==> config.mk <==
export PLATFORM = sky130hd
export DESIGN_NAME = polled_input_change_reporter
export DESIGN_NICKNAME = d
export VERILOG_FILES = /design/src/hw/rtl/pir_pkg.sv /design/src/hw/rtl/polled_input_change_reporter.sv /design/src/hw/rtl/pir_front.sv /design/src/hw/rtl/pir_back.sv
export SDC_FILE = /design/constraint.sdc
export NUM_CORES = 2
export LEC_CHECK = 0
export BUFFER_PORTS_ARGS = -buffer_cell sky130_fd_sc_hd__buf_4
export CORE_ASPECT_RATIO = 1.2
export CORE_MARGIN = 5
export CORE_UTILIZATION = 33
export CTS_BUF_LIST = sky130_fd_sc_hd__clkbuf_8 sky130_fd_sc_hd__clkbuf_16
export DETAILED_ROUTE_END_ITERATION = 10
export GPL_TIMING_DRIVEN = 1
export SYNTH_ARGS = -nofsm -noshare
export SYNTH_HDL_FRONTEND = slang
export SYNTH_SLANG_ARGS = --single-unit
==> constraint.sdc <==
create_clock -name clock -period 17.58 [get_ports clock]
set_input_delay 0 -clock clock [delete_from_list [all_inputs] [get_ports clock]]
set_output_delay 0 -clock clock [all_outputs]
set_load 0.01 [all_outputs]
==> src/hw/rtl/pir_pkg.sv <==
`default_nettype none
// ----------------------------------------------------------------------------
// pir_pkg: shared definitions for the polled input change reporter
// Widths, register indexes, item and report types and the saturating time
// adder used by the channel walker.
// ----------------------------------------------------------------------------
package pir_pkg;

   // Sizes of the channel table, the pin word and the time base.
   localparam int CHANNELS    = 32;
   localparam int CHAN_BITS   = 5;
   localparam int CNT_BITS    = 6;
   localparam int PIN_COUNT   = 64;
   localparam int PIN_BITS    = 6;
   localparam int TIME_BITS   = 40;
   localparam int PERIOD_BITS = 24;

   // Pins at or above the pin count read as zero.
   localparam logic [63:0] PIN_MASK =
      (PIN_COUNT >= 64) ? {64{1'b1}} : ((64'd1 << PIN_COUNT) - 64'd1);

   // Request word layout, lowest field first.
   localparam int REQ_TDATA_BITS = 144;
   localparam int RQ_NOW_LO      = 0;
   localparam int RQ_PINS_LO     = 40;
   localparam int RQ_IDX_LO      = 104;
   localparam int RQ_SEL_LO      = 109;
   localparam int RQ_INV_LO      = 115;
   localparam int RQ_PER_LO      = 116;

   // Response word layout, lowest field first.
   localparam int RSP_TDATA_BITS = 16;

   // Command codes carried on req_tuser.
   localparam logic CMD_TICK   = 1'b0;
   localparam logic CMD_CONFIG = 1'b1;

   // Control register indexes.
   localparam int  CSR_ADDR_BITS     = 1;
   localparam logic CSR_REPORT_PERIOD = 1'b0;
   localparam logic CSR_CHANNEL_COUNT = 1'b1;
   localparam logic [PERIOD_BITS-1:0] REPORT_PERIOD_RESET = 24'd300;

   // One classified request word as handed from front to back.
   typedef struct packed {
      logic                   is_config;
      logic [TIME_BITS-1:0]   now_ms;
      logic [63:0]            pin_levels;
      logic [CHAN_BITS-1:0]   channel_index;
      logic [PIN_BITS-1:0]    pin_select;
      logic                   invert_bit;
      logic [PERIOD_BITS-1:0] period_ms;
   } item_type;

   // One report word.
   typedef struct packed {
      logic                 last_report;
      logic                 report_level;
      logic [PIN_BITS-1:0]  report_pin;
      logic [CHAN_BITS-1:0] report_channel;
   } report_type;

   // Add two times and clamp at the all-ones maximum.
   function automatic logic [TIME_BITS-1:0] time_add_sat(
      input logic [TIME_BITS-1:0] a,
      input logic [TIME_BITS-1:0] b
   );
      logic [TIME_BITS:0] s;
      s = {1'b0, a} + {1'b0, b};
      return s[TIME_BITS] ? {TIME_BITS{1'b1}} : s[TIME_BITS-1:0];
   endfunction

endpackage
`default_nettype wire

==> src/hw/rtl/polled_input_change_reporter.sv <==
`default_nettype none
// A request word is registered in the front queue before the walker sees it.
// A configure item is executed as it is popped. A tick steps through a pop,
// the full-report check, a step for each active channel, a step to see the
// walk end and a close; a full output queue stalls the walk and the close.
// Up to two request words and two reports are queued; one more is held back.
// Reset is synchronous and active high; the first tick reports every channel.
// ----------------------------------------------------------------------------
// polled_input_change_reporter: top level
// Polls configured input channels on each time tick and reports channels
// whose level changed, with a periodic full report.
// ----------------------------------------------------------------------------
module polled_input_change_reporter
   import pir_pkg::*;
(
   input  wire                        clock,
   input  wire                        reset,
   input  wire                        csr_we,
   input  wire [CSR_ADDR_BITS-1:0]    csr_addr,
   input  wire [PERIOD_BITS-1:0]      csr_wdata,
   input  wire                        req_tvalid,
   output logic                       req_tready,
   // now_ms, pin_levels, channel_index, channel_pin_select,
   // channel_invert_bit, channel_period_ms, zero pad
   input  wire [REQ_TDATA_BITS-1:0]   req_tdata,
   // command
   input  wire                        req_tuser,
   output logic                       rsp_tvalid,
   input  wire                        rsp_tready,
   // report_channel, report_pin, report_level, zero pad
   output logic [RSP_TDATA_BITS-1:0]  rsp_tdata,
   output logic                       rsp_tlast
);

   item_type   item;
   logic       item_valid, item_ready;
   report_type report;

   // Request intake and queue.
   pir_front u_front (
      .clock      (clock),
      .reset      (reset),
      .req_tvalid (req_tvalid),
      .req_tready (req_tready),
      .req_tdata  (req_tdata),
      .req_tuser  (req_tuser),
      .item_valid (item_valid),
      .item_ready (item_ready),
      .item       (item)
   );

   // Channel table, walker and output queue.
   pir_back u_back (
      .clock      (clock),
      .reset      (reset),
      .csr_we     (csr_we),
      .csr_addr   (csr_addr),
      .csr_wdata  (csr_wdata),
      .item_valid (item_valid),
      .item_ready (item_ready),
      .item       (item),
      .rsp_valid  (rsp_tvalid),
      .rsp_ready  (rsp_tready),
      .rsp_report (report)
   );

   // Pack the report word.
   assign rsp_tdata = {4'b0000, report.report_level, report.report_pin,
                       report.report_channel};
   assign rsp_tlast = report.last_report;

endmodule
`default_nettype wire

==> src/hw/rtl/pir_front.sv <==
`default_nettype none
// ----------------------------------------------------------------------------
// pir_front: request intake
// Accepts request words, decodes them into tick or configure items and holds
// them in a two-entry queue for the channel walker.
// ----------------------------------------------------------------------------
module pir_front
   import pir_pkg::*;
(
   input  wire                        clock,
   input  wire                        reset,
   input  wire                        req_tvalid,
   output logic                       req_tready,
   // now_ms, pin_levels, channel_index, channel_pin_select,
   // channel_invert_bit, channel_period_ms, zero pad
   input  wire [REQ_TDATA_BITS-1:0]   req_tdata,
   // command
   input  wire                        req_tuser,
   output logic                       item_valid,
   input  wire                        item_ready,
   output item_type                   item
);

   item_type   queue_ff [2];
   item_type   decoded;
   logic       wr_ptr_ff, wr_ptr_in;
   logic       rd_ptr_ff, rd_ptr_in;
   logic [1:0] count_ff, count_in;
   logic       push, pop;

   // Split the request word into its fields.
   always_comb begin
      decoded.is_config     = (req_tuser == CMD_CONFIG);
      decoded.now_ms        = req_tdata[RQ_NOW_LO +: TIME_BITS];
      decoded.pin_levels    = req_tdata[RQ_PINS_LO +: 64];
      decoded.channel_index = req_tdata[RQ_IDX_LO +: CHAN_BITS];
      decoded.pin_select    = req_tdata[RQ_SEL_LO +: PIN_BITS];
      decoded.invert_bit    = req_tdata[RQ_INV_LO];
      decoded.period_ms     = req_tdata[RQ_PER_LO +: PERIOD_BITS];
   end

   // Queue bookkeeping.
   assign req_tready = (count_ff != 2'd2);
   assign push       = req_tvalid & req_tready;
   assign item_valid = (count_ff != 2'd0);
   assign pop        = item_valid & item_ready;
   assign item       = queue_ff[rd_ptr_ff];
   assign wr_ptr_in  = wr_ptr_ff ^ push;
   assign rd_ptr_in  = rd_ptr_ff ^ pop;
   assign count_in   = count_ff + 2'(push) - 2'(pop);

   always_ff @(posedge clock) begin
      if (reset) begin
         wr_ptr_ff <= 1'b0;
         rd_ptr_ff <= 1'b0;
         count_ff  <= 2'd0;
      end else begin
         wr_ptr_ff <= wr_ptr_in;
         rd_ptr_ff <= rd_ptr_in;
         count_ff  <= count_in;
      end
   end

   // Queue storage needs no reset.
   always_ff @(posedge clock) begin
      if (push) begin
         queue_ff[wr_ptr_ff] <= decoded;
      end
   end

endmodule
`default_nettype wire

==> src/hw/rtl/pir_back.sv <==
`default_nettype none
// ----------------------------------------------------------------------------
// pir_back: channel table and walker
// Executes configure items, runs the full-report check and walks the active
// channels one per cycle while the two-entry output queue has space, holding
// back one report to flag the final one of a tick, and buffers reports there.
// ----------------------------------------------------------------------------
module pir_back
   import pir_pkg::*;
(
   input  wire                        clock,
   input  wire                        reset,
   input  wire                        csr_we,
   input  wire [CSR_ADDR_BITS-1:0]    csr_addr,
   input  wire [PERIOD_BITS-1:0]      csr_wdata,
   input  wire                        item_valid,
   output logic                       item_ready,
   input  item_type                   item,
   output logic                       rsp_valid,
   input  wire                        rsp_ready,
   output report_type                 rsp_report
);

   typedef enum logic [3:0] {
      S_IDLE  = 4'b0001,
      S_CHECK = 4'b0010,
      S_WALK  = 4'b0100,
      S_FLUSH = 4'b1000
   } state_type;

   state_type              state_ff, state_in;
   logic [CNT_BITS-1:0]    idx_ff, idx_in;
   logic                   force_ff, force_in;
   logic [TIME_BITS-1:0]   last_full_ff, last_full_in;
   logic [TIME_BITS-1:0]   now_ff;
   logic [63:0]            pins_ff;
   logic [PERIOD_BITS-1:0] report_period_ff;
   logic [CNT_BITS-1:0]    channel_count_ff;
   report_type             held_ff, held_in;
   logic                   held_valid_ff, held_valid_in;

   // Channel table.
   logic [PIN_BITS-1:0]    pin_ff      [CHANNELS];
   logic                   invert_ff   [CHANNELS];
   logic [PERIOD_BITS-1:0] period_ff   [CHANNELS];
   logic [TIME_BITS-1:0]   deadline_ff [CHANNELS];
   logic                   level_ff    [CHANNELS];
   logic                   known_ff    [CHANNELS];

   // Output queue.
   report_type             outq_ff [2];
   logic                   owr_ptr_ff, ord_ptr_ff;
   logic [1:0]             ocount_ff, ocount_in;
   logic                   push, pop, out_space;
   report_type             push_data;

   logic                   tick_load, cfg_we, ent_we;
   logic [CNT_BITS-1:0]    active;
   logic [CHAN_BITS-1:0]   ch;
   logic [PIN_BITS-1:0]    rd_pin;
   logic                   rd_level_now, due, known_eff, emit;
   logic [TIME_BITS-1:0]   new_deadline;

   // Control registers.
   always_ff @(posedge clock) begin
      if (reset) begin
         report_period_ff <= REPORT_PERIOD_RESET;
         channel_count_ff <= '0;
      end else if (csr_we) begin
         unique case (csr_addr)
            CSR_REPORT_PERIOD: report_period_ff <= csr_wdata;
            CSR_CHANNEL_COUNT: channel_count_ff <= csr_wdata[CNT_BITS-1:0];
            default: ;
         endcase
      end
   end

   assign active = (channel_count_ff > CNT_BITS'(CHANNELS)) ? CNT_BITS'(CHANNELS)
                                                           : channel_count_ff;

   // Evaluate the channel under the walk pointer.
   assign ch           = idx_ff[CHAN_BITS-1:0];
   assign rd_pin       = pin_ff[ch];
   assign rd_level_now = pins_ff[rd_pin] ^ invert_ff[ch];
   assign due          = (deadline_ff[ch] <= now_ff) || force_ff;
   assign known_eff    = known_ff[ch] & ~force_ff;
   assign emit         = due && (!known_eff || (level_ff[ch] != rd_level_now));
   assign new_deadline = time_add_sat(now_ff, TIME_BITS'(period_ff[ch]));

   assign out_space = (ocount_ff != 2'd2);

   // Walker sequencing.
   always_comb begin
      state_in      = state_ff;
      idx_in        = idx_ff;
      force_in      = force_ff;
      last_full_in  = last_full_ff;
      held_in       = held_ff;
      held_valid_in = held_valid_ff;
      item_ready    = 1'b0;
      push          = 1'b0;
      push_data     = held_ff;
      ent_we        = 1'b0;
      cfg_we        = 1'b0;
      tick_load     = 1'b0;
      unique case (state_ff)
         S_IDLE: begin
            item_ready = 1'b1;
            if (item_valid) begin
               if (item.is_config) begin
                  cfg_we = (32'(item.channel_index) < 32'(CHANNELS));
               end else begin
                  tick_load = 1'b1;
                  state_in  = S_CHECK;
               end
            end
         end
         S_CHECK: begin
            if (time_add_sat(last_full_ff, TIME_BITS'(report_period_ff)) <= now_ff) begin
               force_in     = 1'b1;
               last_full_in = now_ff;
            end
            idx_in   = '0;
            state_in = S_WALK;
         end
         S_WALK: begin
            if (idx_ff >= active) begin
               state_in = S_FLUSH;
            end else if (out_space) begin
               idx_in = idx_ff + CNT_BITS'(1);
               ent_we = due;
               if (emit) begin
                  held_in.report_channel = ch;
                  held_in.report_pin     = rd_pin;
                  held_in.report_level   = rd_level_now;
                  held_in.last_report    = 1'b0;
                  held_valid_in          = 1'b1;
                  push                   = held_valid_ff;
                  push_data.last_report  = 1'b0;
               end
            end
         end
         S_FLUSH: begin
            if (!held_valid_ff) begin
               force_in = 1'b0;
               state_in = S_IDLE;
            end else if (out_space) begin
               push                  = 1'b1;
               push_data.last_report = 1'b1;
               held_valid_in         = 1'b0;
               force_in              = 1'b0;
               state_in              = S_IDLE;
            end
         end
         default: state_in = S_IDLE;
      endcase
   end

   always_ff @(posedge clock) begin
      if (reset) begin
         state_ff      <= S_IDLE;
         idx_ff        <= '0;
         force_ff      <= 1'b1;
         last_full_ff  <= '0;
         held_valid_ff <= 1'b0;
      end else begin
         state_ff      <= state_in;
         idx_ff        <= idx_in;
         force_ff      <= force_in;
         last_full_ff  <= last_full_in;
         held_valid_ff <= held_valid_in;
      end
   end

   // Tick payload and held report carry no reset.
   always_ff @(posedge clock) begin
      held_ff <= held_in;
      if (tick_load) begin
         now_ff  <= item.now_ms;
         pins_ff <= item.pin_levels & PIN_MASK;
      end
   end

   // Channel settings are written only by configure items.
   always_ff @(posedge clock) begin
      if (cfg_we) begin
         pin_ff[item.channel_index]    <= item.pin_select;
         invert_ff[item.channel_index] <= item.invert_bit;
         period_ff[item.channel_index] <= item.period_ms;
      end
   end

   // Channel status: cleared at reset, reloaded by configure and walk.
   always_ff @(posedge clock) begin
      if (reset) begin
         for (int i = 0; i < CHANNELS; i++) begin
            deadline_ff[i] <= '0;
            level_ff[i]    <= 1'b0;
            known_ff[i]    <= 1'b0;
         end
      end else if (cfg_we) begin
         deadline_ff[item.channel_index] <= '0;
         known_ff[item.channel_index]    <= 1'b0;
      end else if (ent_we) begin
         deadline_ff[ch] <= new_deadline;
         if (emit) begin
            level_ff[ch] <= rd_level_now;
            known_ff[ch] <= 1'b1;
         end
      end
   end

   // Output queue.
   assign rsp_valid  = (ocount_ff != 2'd0);
   assign pop        = rsp_valid & rsp_ready;
   assign rsp_report = outq_ff[ord_ptr_ff];
   assign ocount_in  = ocount_ff + 2'(push) - 2'(pop);

   always_ff @(posedge clock) begin
      if (reset) begin
         owr_ptr_ff <= 1'b0;
         ord_ptr_ff <= 1'b0;
         ocount_ff  <= 2'd0;
      end else begin
         owr_ptr_ff <= owr_ptr_ff ^ push;
         ord_ptr_ff <= ord_ptr_ff ^ pop;
         ocount_ff  <= ocount_in;
      end
   end

   always_ff @(posedge clock) begin
      if (push) begin
         outq_ff[owr_ptr_ff] <= push_data;
      end
   end

`ifndef NO_ASSERTIONS
   // No report is held back while no tick is in progress.
   a_idle_no_held: assert property (@(posedge clock) disable iff (reset)
      (state_ff == S_IDLE) |-> !held_valid_ff)
      else $error("held report left over outside a tick");

   // The output queue is never pushed when full.
   a_push_space: assert property (@(posedge clock) disable iff (reset)
      push |-> (ocount_ff != 2'd2))
      else $error("output queue overflow");

   // The full-report flag is clear once a tick finishes.
   a_force_clear: assert property (@(posedge clock) disable iff (reset)
      (state_ff == S_FLUSH && state_in == S_IDLE) |=> !force_ff)
      else $error("full-report flag survived the tick");

   // A final report always closes a tick.
   a_last_ends: assert property (@(posedge clock) disable iff (reset)
      (push && push_data.last_report) |=> (state_ff == S_IDLE))
      else $error("final report pushed mid-walk");
`endif

endmodule
`default_nettype wire

Word-level counts from Yosys, hierarchy flattened
Memories as Yosys holds them, arrays and structs flattened. A register that Yosys moved wholly into a read port is not among the register bits.
Index checks and enable logic that the tools add are counted.
{"block": "word_totals", "n_memories": 8, "inputBits": 175, "reg_bits": 206, "ramBits": 2644, "wordCells": 176, "output_inout_bits": 19}
{"block": "op_classes", "n_mux": 89, "add_sub_neg": 7, "reduce_logical": 22, "eq_ne": 15, "magnitude_cmp": 5, "bitwise": 12}
{"name": "u_back.deadline_ff", "words": 32, "width": 40, "rd": 1, "rd_clocked_by_memory_dff": 1, "wr": 32, "line": "pir_back.sv:46", "source": "logic [TIME_BITS-1:0] deadline_ff [CHANNELS];"}
{"name": "u_back.period_ff", "words": 32, "width": 24, "rd": 1, "rd_clocked_by_memory_dff": 1, "wr": 1, "line": "pir_back.sv:45", "source": "logic [PERIOD_BITS-1:0] period_ff [CHANNELS];"}
{"name": "u_front.queue_ff", "words": 2, "width": 141, "rd": 1, "rd_clocked_by_memory_dff": 1, "wr": 1, "line": "pir_front.sv:24", "source": "item_type queue_ff [2];"}
{"name": "u_back.pin_ff", "words": 32, "width": 6, "rd": 1, "rd_clocked_by_memory_dff": 1, "wr": 1, "line": "pir_back.sv:43", "source": "logic [PIN_BITS-1:0] pin_ff [CHANNELS];"}
{"name": "u_back.invert_ff", "words": 32, "width": 1, "rd": 1, "rd_clocked_by_memory_dff": 1, "wr": 1, "line": "pir_back.sv:44", "source": "logic invert_ff [CHANNELS];"}
{"name": "u_back.known_ff", "words": 32, "width": 1, "rd": 1, "rd_clocked_by_memory_dff": 1, "wr": 32, "line": "pir_back.sv:48", "source": "logic known_ff [CHANNELS];"}
{"name": "2 more memories"}
{"op": "40-bit two-way mux", "count": 4}
{"op": "5-bit two-way mux", "count": 17}
{"op": "40-bit by 24-bit adder with 41-bit output", "count": 2}
{"op": "40-bit <= comparator", "count": 2}
{"op": "40-bit OR reduction", "count": 2}
{"op": "1-bit two-way mux", "count": 54}
{"op": "4-bit two-way mux", "count": 5}
{"op": "6-bit two-way mux", "count": 3}
{"op": "4-bit case mux with 4 select lines", "count": 1}
{"op": "6-bit case mux with 2 select lines", "count": 1}
{"op": "4-bit AND reduction", "count": 3}
{"op": "2-bit inequality test (second input constant)", "count": 5}
{"op": "2-bit nonzero test", "count": 5}
{"op": "2-bit by 1-bit inequality test with 1-bit output (second input constant)", "count": 4}
{"op": "6-bit by 7-bit < comparator with 1-bit output (second input constant)", "count": 1}
{"op": "6-bit by 1-bit adder with 6-bit output (second input constant)", "count": 1}
{"op": "1-bit binary-select mux with 6-bit select", "count": 1}
{"op": "6-bit greater-or-equal comparator", "count": 1}
{"op": "6-bit greater-than comparator (second input constant)", "count": 1}
{"op": "1-bit case mux with 2 select lines", "count": 3}
{"op": "2-bit AND reduction", "count": 3}
{"op": "3-bit AND reduction", "count": 2}
{"op": "1-bit bitwise XOR", "count": 5}
{"op": "2-bit by 1-bit adder with 2-bit output", "count": 2}
{"op": "other kinds (13)", "count": 22}

Logic depth before layout (Yosys ltp)
{"block": "logic_depth", "ltp_word": 13, "ltp_mapped": 31, "mapped_depth_nobuf": 28}

Modules after synthesis
From an unflattened synthesis, not the netlist that was laid out.
{"block": "hier_totals", "cells_unflattened": 7192, "area_unflattened_um2": 120860.9}
{"mod": "pir_back", "cells_per_inst": 6721, "seq_area_each_um2": 76233.1, "area_each_um2": 110095.6, "n_inst": 1}
{"mod": "pir_front", "cells_per_inst": 466, "seq_area_each_um2": 8548.2, "area_each_um2": 10731.5, "n_inst": 1}
{"mod": "polled_input_change_reporter", "cells_per_inst": 5, "seq_area_each_um2": 0.0, "area_each_um2": 33.8, "n_inst": 1}

Least setup slack after synthesis
No wires, ideal clock.
{"block": "synth_timing", "path_kind": "register -> register", "start": "register with a tool-made name", "end": "memory u_back.deadline_ff[20][0] (enable)", "path_stages_with_launch": 26, "t_arrival_ns": 8.189, "path_buffers": 9, "setup_slack_ns": 8.945, "t_required_ns": 17.134, "setup_ns": 0.446, "synth_period_minus_slack_ns": 8.635, "cell_sequence": "dfxtp_1 -> buf_6 -> buf_6 -> buf_6 -> buf_2 -> buf_2 -> clkbuf_1 -> buf_1 -> mux4_2 -> mux4_2 -> mux2_2 -> ha_1 -> a21o_1 -> a21o_1 -> a21o_1 -> a21o_1 -> a21o_1 -> a21o_1 -> a21oi_1 -> and4_1 -> a221o_1 -> nor2b_1 -> clkbuf_1 -> clkbuf_1 -> mux2_2 -> o21bai_1"}
{"element": "end: declaration", "line": "pir_back.sv:46"}

==> results.sh <==
export IMPL_routed_via_density=5.43
export IMPL_post_route_drc_count=0
export IMPL_placed_cell_area_sq_um=128000
export IMPL_power_density_nw_per_um2=114
export IMPL_ys_ff_latch=2855
export IMPL_critical_path_max_stage_delay_ps=990
export IMPL_total_global_route_track_usage_pct=18.3
export IMPL_synth_ff_type="sky130_fd_sc_hd__edfxtp_1"
export IMPL_worst_path_buf_inv=5
export IMPL_multiInputGateArea_sq_um=34300
export IMPL_die_width_um=562
export IMPL_global_route_overflow_total=0
export IMPL_worstSetupStartpointType="flip-flop"
export IMPL_ff_latch_area_sq_um=84800
export IMPL_synth_top_cell_by_area="sky130_fd_sc_hd__edfxtp_1"
export IMPL_hpwl_um=190000
export IMPL_run_status="finished, final reports clean"
export IMPL_area_growth_pct=17.5
export IMPL_input_output_buffers=185
export IMPL_ant_nets=0
export IMPL_final_cell_area_sq_um=142000
export IMPL_timing_final_crit_period_ps=9930
export IMPL_layout_worst_path_cycle_share_pct=56.5
export IMPL_cp_arrival_ps=10480
export IMPL_initial_antenna_violation_count=18
export IMPL_routed_wirelength_um=354000
export IMPL_layout_drive_gt1_share_pct=23.4
export IMPL_timing_critical_path_max_delay_family="buffers and inverters"
export IMPL_number_of_setup_buffers_added_after_cts=0
export IMPL_ys_top_cells_by_count="sky130_fd_sc_hd__edfxtp_1, sky130_fd_sc_hd__nor2_1, sky130_fd_sc_hd__mux4_2, sky130_fd_sc_hd__clkbuf_1, sky130_fd_sc_hd__nand2_1"
export IMPL_worst_ep_required_time_ps=18130
export IMPL_avgSynthCellArea_sq_um=16.7
export IMPL_clock_tree_from_tritoncts="done"
export IMPL_boundaryPins=194
export IMPL_finish_cell_count_without_fillers=12800
export IMPL_detailedRoute_firstPassIterationCount=6
export IMPL_post_synth_top_count_cell="sky130_fd_sc_hd__edfxtp_1"
export IMPL_detailedPlace_worstSlack_ps=7710
export IMPL_vias=69300
export IMPL_die_area_sq_um=378000
export IMPL_critical_path_peak_fanout=33
export IMPL_synthDistinctLibCells=90
export IMPL_via_count_of_the_first_global_routing_pass=71100
export IMPL_maximum_number_of_pins_on_one_net_before_global_route_repair=113
export IMPL_routed_wire_length_per_instance_um=27.7
export IMPL_tns_ps=0
export IMPL_p_leak_nw=48.2
export IMPL_grt_setup_unrepaired="false"
export IMPL_cts_sink_count=2855
export IMPL_synth_edf_count=2760
export IMPL_core_area_sq_um=365000
export IMPL_clk_pin_slew_worst_paths_ps=60
export IMPL_fillCellCount=32900
export IMPL_max_slew_worst_pin_slew_ps=1360
export IMPL_synthesis_yosys_warnings=0
export IMPL_share_of_flip_flops_with_an_asynchronous_set_or_reset_after_synthesis_pct=0
export IMPL_hp_class="input pin to flip-flop"
export IMPL_syn_instance_count=7229
export IMPL_fmax_ghz=0.101
export IMPL_grt_first_pass_wirelength_um=502000
export IMPL_drv_cap=0
export IMPL_dp_cells=11800
export IMPL_hold_viol_final=0
export IMPL_max_clock_path_buffers=4
export IMPL_worst_slack_ps=7650
export IMPL_finalSetupViolations=0
export IMPL_fin_worst_skew_ps=55.0
export IMPL_insertion_delay_ps=960
export IMPL_cpMaxStageDelayCell="sky130_fd_sc_hd__dfxtp_4"
export IMPL_netlist_area_sq_um=121000
export IMPL_cell_at_the_root_of_the_clock_tree="sky130_fd_sc_hd__clkbuf_16"
export IMPL_fp_row_count=243
export IMPL_cp_end_kind="flip-flop"
export IMPL_initial_core_util_pct=33.1
export IMPL_height_of_the_die_um=672
export IMPL_timing_final_max_slew_violations=0
export IMPL_synth_top_cell_area_share_pct=68.7
export IMPL_synth_top_cells_by_area="sky130_fd_sc_hd__edfxtp_1, sky130_fd_sc_hd__mux4_2, sky130_fd_sc_hd__nor2_1, sky130_fd_sc_hd__mux2_2, sky130_fd_sc_hd__dfxtp_1"
export IMPL_power_ir_vdd_worst_v=0.000112
export IMPL_crit_chain="buf_4 -> buf_4 -> buf_4 -> mux4_2 -> mux4_2 -> nand2_1 -> nand2_1 -> ha_1 -> a21o_1 -> a21o_1 -> a21o_1 -> a21o_1 -> a21o_1 -> a21oi_1 -> and4_1 -> a221o_1 -> nor2b_1 -> buf_4 -> mux2_2 -> o21bai_4 -> buf_4"
export IMPL_drt_iter0_drc=7769
export IMPL_gp_routability_congestion=0.834
export IMPL_cts_inserted_buffers=318
export IMPL_final_nets=8078
export IMPL_ys_seq_area_share_pct=70.3
export IMPL_ctsHtreeMaxLevel=5
export IMPL_relSlewSlack_pct=8.96
export IMPL_critPathKind="flip-flop to flip-flop"
## cell families after synthesis
| logic type | synth area share (%) |
|---|---|
| flip-flops | 70.3 |
| AND/OR/NAND/NOR | 7.28 |
| multiplexers | 15.9 |
| buffers and inverters | 2.04 |
| AO/OA/AOI/OAI | 2.42 |
| adder cells (fa/ha/maj) | 1.55 |
| XOR/XNOR | 0.464 |
| other | 0.00311 |
## per-stage QoR
step           hold WS (ps)  util, %  power, mW
6_report               56.9     38.9       16.2
5_1_grt                62.8     38.9       16.7
4_1_cts                6.07     38.8       16.3
3_5_place_dp            188     35.2       10.0
3_3_place_gp            186     35.2       9.93
2_1_floorplan          98.9        -       9.33
## worst paths after layout
check / from / endpoint / slack (ps) / cells after the start
min: csr_we / u_back.channel_count_ff[5]$_SDFFE_PP0P_ / 60 / 5
max reg2reg: flip-flop / u_back.deadline_ff[14][24]$_SDFFCE_PN0P_ / 7650 / 21
min reg2reg: u_back.held_ff[7]$_DFFE_PP_ / u_back.outq_ff[1][7]$_DFFE_PP_ / 440 / 0
max: flip-flop / u_back.deadline_ff[14][24]$_SDFFCE_PN0P_ / 7650 / 21
## routing by layer
metal  global-route usage [%]  part of all wire [%]  wire length (um)  vias up
li1                         -                     -                 -    28900
met1                     22.9                    37            133000    36300
met2                     31.1                    50            176000     3199
met3                     2.87                   7.3             26000      894
met4                     8.65                   5.6             19600        2
met5                        0                0.0054                19        -
## placed cells by master, fill, tap and decap left out, types with 15 or more instances in the layout
cell                            Yosys  final
sky130_fd_sc_hd__a21o_1            63     63
sky130_fd_sc_hd__a21oi_1          102     95
sky130_fd_sc_hd__a22oi_1           18     18
sky130_fd_sc_hd__and3_1            17     17
sky130_fd_sc_hd__buf_4              5    357
sky130_fd_sc_hd__bufinv_16          0     22
sky130_fd_sc_hd__clkbuf_16          0    321
sky130_fd_sc_hd__clkinv_1           0     62
sky130_fd_sc_hd__clkinv_2           0     51
sky130_fd_sc_hd__dfxtp_1           95     89
sky130_fd_sc_hd__dlygate4sd3_1      0    378
sky130_fd_sc_hd__edfxtp_1        2760   2760
sky130_fd_sc_hd__ha_1             146    144
sky130_fd_sc_hd__inv_1             80    151
sky130_fd_sc_hd__mux2_2           203    203
sky130_fd_sc_hd__mux2i_1          110    106
sky130_fd_sc_hd__mux4_2           698    698
sky130_fd_sc_hd__nand2_1          264    260
sky130_fd_sc_hd__nand2b_1          15     15
sky130_fd_sc_hd__nand3_1           74     46
sky130_fd_sc_hd__nand3_2            0     28
sky130_fd_sc_hd__nand4_1           37     37
sky130_fd_sc_hd__nor2_1          1432   1371
sky130_fd_sc_hd__nor2_2             0     25
sky130_fd_sc_hd__nor2_4             1     37
sky130_fd_sc_hd__nor2b_1           35     33
sky130_fd_sc_hd__nor3_1           121    120
sky130_fd_sc_hd__o21a_1            23     23
sky130_fd_sc_hd__o21ai_0           42     40
sky130_fd_sc_hd__o21ai_1           24     24
sky130_fd_sc_hd__o21bai_1          60     28
sky130_fd_sc_hd__o21bai_4           0     32
sky130_fd_sc_hd__or3_1             20     20
sky130_fd_sc_hd__xnor2_1           37     37
sky130_fd_sc_hd__xor2_1            25     25
## final cells by class
cell class,count,share of cell area (%)
flip-flops and latches,2855,59.9
multi-input cells,3755,24.2
clock buffers,324,5.70
repair buffers,743,4.67
well taps,4777,4.22
clock inverters,220,1.09
inverters,82,0.223
diodes,6,0.0106
## flip-flops by register name, indices dropped and copies added, names as in the netlist, 2 cells and up, named ones only
register and cells:
u_back.now_ff 40, u_back.level_ff 32, u_back.state_ff 4, u_back.outq_ff 26
u_back.period_ff 768, u_back.idx_ff 6, u_back.invert_ff 32, u_back.pin_ff 192
u_back.deadline_ff 1280, u_back.known_ff 32, u_back.held_ff 12, u_back.pins_ff 64
u_back.last_full_ff 40, u_back.channel_count_ff 6, u_back.report_period_ff 24, u_back.ocount_ff 2
u_front.queue_ff 282, u_front.count_ff 2
## worst register-to-register path: stages (launching register included)
cell and delay [ps]:
sky130_fd_sc_hd__dfxtp_4 990, sky130_fd_sc_hd__buf_4 700, sky130_fd_sc_hd__buf_4 660, sky130_fd_sc_hd__buf_4 680, sky130_fd_sc_hd__mux4_2 640, sky130_fd_sc_hd__mux4_2 470
sky130_fd_sc_hd__nand2_1 140, sky130_fd_sc_hd__nand2_1 300, sky130_fd_sc_hd__ha_1 410, sky130_fd_sc_hd__a21o_1 160, sky130_fd_sc_hd__a21o_1 170, sky130_fd_sc_hd__a21o_1 170
sky130_fd_sc_hd__a21o_1 170, sky130_fd_sc_hd__a21o_1 170, sky130_fd_sc_hd__a21oi_1 410, sky130_fd_sc_hd__and4_1 270, sky130_fd_sc_hd__a221o_1 520, sky130_fd_sc_hd__nor2b_1 210
sky130_fd_sc_hd__buf_4 260, sky130_fd_sc_hd__mux2_2 480, sky130_fd_sc_hd__o21bai_4 900, sky130_fd_sc_hd__buf_4 630
## report_power, final
group / switching, mW / leakage, nW / total, mW / internal [mW]
logic: 1.25 / 15.7 / 1.76 / 0.508
registers: 0.162 / 27.5 / 8.18 / 8.01
clock network: 2.60 / 5.00 / 6.23 / 3.63
## timing repair
item                       in CTS  in global routing
resized for setup               0                  0
hold endpoints to repair      390                  0
hold buffers                  378                  0
setup endpoints to repair       0                  0
Power figures use the tool's default switching activity.
